**config.mk**
```make
export PLATFORM = sky130hd
export DESIGN_NAME = ssc_controller
export DESIGN_NICKNAME = d
export VERILOG_FILES = /design/src/design/ssc_pkg.sv /design/src/design/ssc_controller.sv
export SDC_FILE = /design/constraint.sdc
export NUM_CORES = 1
export LEC_CHECK = 0
export ABC_AREA = 1
export BUFFER_PORTS_ARGS = -buffer_cell sky130_fd_sc_hd__buf_2
export CAP_MARGIN = 15
export CELL_PAD_IN_SITES_DETAIL_PLACEMENT = 0
export CELL_PAD_IN_SITES_GLOBAL_PLACEMENT = 1
export CORE_AREA = 2 2 39 41
export CTS_BUF_LIST = sky130_fd_sc_hd__clkbuf_2
export DETAILED_ROUTE_END_ITERATION = 7
export DIE_AREA = 0 0 41 43
export PLACE_DENSITY_LB_ADDON = 0.1
export SYNTH_ARGS = -nofsm -noshare
export SYNTH_HDL_FRONTEND = slang
export SYNTH_SLANG_ARGS = --single-unit
```
**constraint.sdc**
```tcl
create_clock -name clk -period 1.2 [get_ports clk]
set_input_delay 0.06 -clock clk [delete_from_list [all_inputs] [get_ports clk]]
set_output_delay 0.06 -clock clk [all_outputs]
set_load 0.05 [all_outputs]
```
**src/design/ssc_pkg.sv**
```systemverilog
`timescale 1ns / 1ps

package ssc_pkg;

	localparam int MAX_VALUE_DEF = 1024;
	localparam int TARGET_W      = 11;
	localparam int COUNT_W       = 11;

	typedef enum logic [1:0] {
		ST_IDLE,
		ST_PUSH,
		ST_FINISH
	} state_t;

	typedef struct packed {
		logic load_item;
		logic push;
		logic read;
		logic finish;
	} cmd_t;

	typedef struct packed {
		logic push_more;
		logic failed;
		logic slot_free;
	} status_t;

endpackage

```
**src/design/ssc_controller.sv**
```systemverilog
`timescale 1ns / 1ps

module ssc_controller (
	input  logic             clk,
	input  logic             arst_n,
	input  logic             target_valid,
	output logic             target_stall,
	input  ssc_pkg::status_t status,
	output ssc_pkg::cmd_t    cmd
);
	import ssc_pkg::*;

	state_t state_q;
	state_t state_d;

	always_ff @(posedge clk or negedge arst_n) begin
		if (!arst_n) begin
			state_q <= ST_IDLE;
		end else begin
			state_q <= state_d;
		end
	end

	always_comb begin
		state_d      = state_q;
		cmd          = '0;
		target_stall = 1'b1;
		unique case (state_q)
			ST_IDLE: begin
				target_stall = 1'b0;
				if (target_valid) begin
					cmd.load_item = 1'b1;
					// After a failure no pushes happen; go straight to the result.
					state_d = status.failed ? ST_FINISH : ST_PUSH;
				end
			end
			ST_PUSH: begin
				if (status.push_more) begin
					cmd.push = 1'b1;
				end else begin
					cmd.read = 1'b1;
					state_d  = ST_FINISH;
				end
			end
			ST_FINISH: begin
				if (status.slot_free) begin
					cmd.finish = 1'b1;
					state_d    = ST_IDLE;
				end
			end
			default: begin
				state_d = ST_IDLE;
			end
		endcase
	end

endmodule

```
==> impl_metrics.toml <==
[global_routing]
grt_pass1_vias = 178
antenna_found_initial = 0
overflow = 0
grtUsageTotal_pct = 6.012
grt_max_degree = 6
grt_pass1_wl_microns = 641

[floorplan]
die_h_microns = 43
core-area_sq_um = 1384
die_area_sq_um = 1763
die_x_microns = 41
rows = 14
start_util_pct = 10.85
io_pins = 11

[clock_network]
cts-root-buf = "clkbuf_2"
cts.sinks = 2
clock_latency_ns = 0.19
cts_made_buffers = 3
cts_tree = "built"
htreeDepth = 1
clockBufferDepth = 2
path_clk_slew_ns = 0.03

[logic_synthesis]
synthesis.area_sq_um = 150.1
synth_top_area_cell = "dfrtp_1"
synth_seq_cells = 2
syn_inst = 21
ys_seq_area_share_pct = 33.33
syn-num-nets = 27
synth.top_cell.area_share_pct = 33.33
syn_area_per_cell_sq_um = 7.150
ys_types = 12
ys_top_cells_by_area = "dfrtp_1, nand3_2, inv_1"
yosysWarnings = 0

[setup_path]
critPathRequiredTime_ns = 1.14
r2r-start = "state_q[1]"
cp-startpoint = "state_q[1]"
cp_slowest_cell = "dfrtp_1"
reg2reg_to = "state_q[0]"
start_kind = "flop"
reg2reg_depth = 5
crit_chain = "nor3_2 -> buf_2"
endpoint = "cmd[1]"
worstPathArrival_ns = 1.06
criticalPathCategory = "reg -> out"
crit_fanout = 4
cp_slowest_stage_delay_ns = 0.41
end_kind = "primary output"
reg2reg_slack_ns = 0.28

[pwr]
leakagePower_uw = 0.0001514
p_per_area_nw_per_um2 = 2807
vdd_drop_max_uv = 464.8
p_total_uw = 800.7

[sta]
post-route-period-util_pct = 93.67
relSlewSlack_pct = 83.68
fin_worst_skew_ns = 0.004198
period_needed_ns = 1.124
worst_pin_slew_ns = 0.2465
hold_viol_final = 0
max_freq_ghz = 0.8896
slew_violations = 0
tns_ns = 0
rsz0062_at_grt = "false"
setup_viol = 0

[routing]
wl_microns = 418
dr.pass1.iters = 1
ant_nets = 0
drt_iter0_drc = 0
via_per_inst = 3.706
route.detailed.drc = 0
wl_per_cell_microns = 8.196
vias = 189

[layout]
largest_reg_flops = 2
final_area_sq_um = 285.3
antenna_cells = 0
final_common_cell = "buf_2"
mostFrequentLayoutCells = "buf_2, inv_1, nand2_1, clkbuf_2, buf_6"
finalNetCount = 43
biggestRegsByFlops = "state_q x2"
syn2layout_area_growth_pct = 90.00
regMostFlops = "state_q"
drive_above_1_share_pct = 68.57
postLayoutCoreUtil_pct = 20.61

[placed_design]
io_buffers = 10
placed_cell_area_sq_um = 237.7
gp_congestion = 0.6000

[flow_run]
drv_cap = 0

[worst_hold_path]
hold_path_class = "in -> reg"

[run_status]
status = "complete, no violations"
-- critical path, delay by kind of cell (launching register included) --
family / cells / cell delay, ns
DFF: 1 / 0.41
buffers and inverters: 1 / 0.28
and+or+nand+nor: 1 / 0.18
-- power breakdown --
group / internal [uW] / leakage (uW) / switching, uW
registers: 103 / 0.0000242 / 46.2
logic: 170 / 0.000115 / 376
clock network: 66.4 / 0.0000125 / 39.1
-- worst min-delay path by stage --
stage                    from    endpoint  slack, ns  cells past startpoint
floorplan              arst_n  state_q[0]      -0.24                      0
global placement       arst_n  state_q[0]      -0.15                      1
detailed placement     arst_n  state_q[0]      -0.15                      1
CTS                 status[1]  state_q[0]       0.15                      4
global route        status[1]  state_q[0]       0.18                      4
finish              status[1]  state_q[0]       0.16                      4
-- synthesized netlist by cell type --
library cell	count
a21oi_2	1
dfrtp_1	2
inv_1	3
inv_2	2
nand2_1	3
nand2_2	1
nand3_2	2
nand4_1	1
nor2_1	2
nor2_2	1
nor3_1	2
o21ai_0	1
-- metrics by stage --
step                hold WS (ns)  std cells  setup slack, ns
floorplan                -0.2356         21         0.009563
global placement         -0.1547         47           0.1752
CTS                       0.1531         51          0.03129
finish                    0.1556         51          0.07591
global route              0.1769         51         0.002835
detailed placement       -0.1500         47           0.1940
-- cell type report --
type / instances / area, sq um
sequential: 2 / 51.30
clock buffer: 3 / 15.01
timing repair buffer: 11 / 81.33
inverter: 5 / 18.77
multi-input combinational: 14 / 98.84
tap: 16 / 20.02
fill: 166 / 1099
-- routing by layer --
metal | track usage [%] | wire length, microns
met1 | 5.751 | 153
met3 | 1.571 | 47
met5 | 0 | 0
met2 | 8.438 | 217
met4 | 8.000 | 0
-- repair_timing --
item	4_1_cts	5_1_grt
resized for setup	3	5
hold buffers	1	0
setup buffers	0	0
hold endpoints to repair	2	0
cloned	0	0
setup endpoints to repair	3	4
-- logic make-up (layout without fill, tap and decap cells) --
| family | Yosys count | after routing | share of synthesized area [%] |
|---|---|---|---|
| and+or+nand+nor | 12 | 12 | 45.01 |
| buffers and inverters | 5 | 19 | 12.50 |
| AOI/OAI and AO/OA | 2 | 2 | 9.165 |
| DFF | 2 | 2 | 33.33 |
Note: power is estimated with default switching activity, not from simulation.
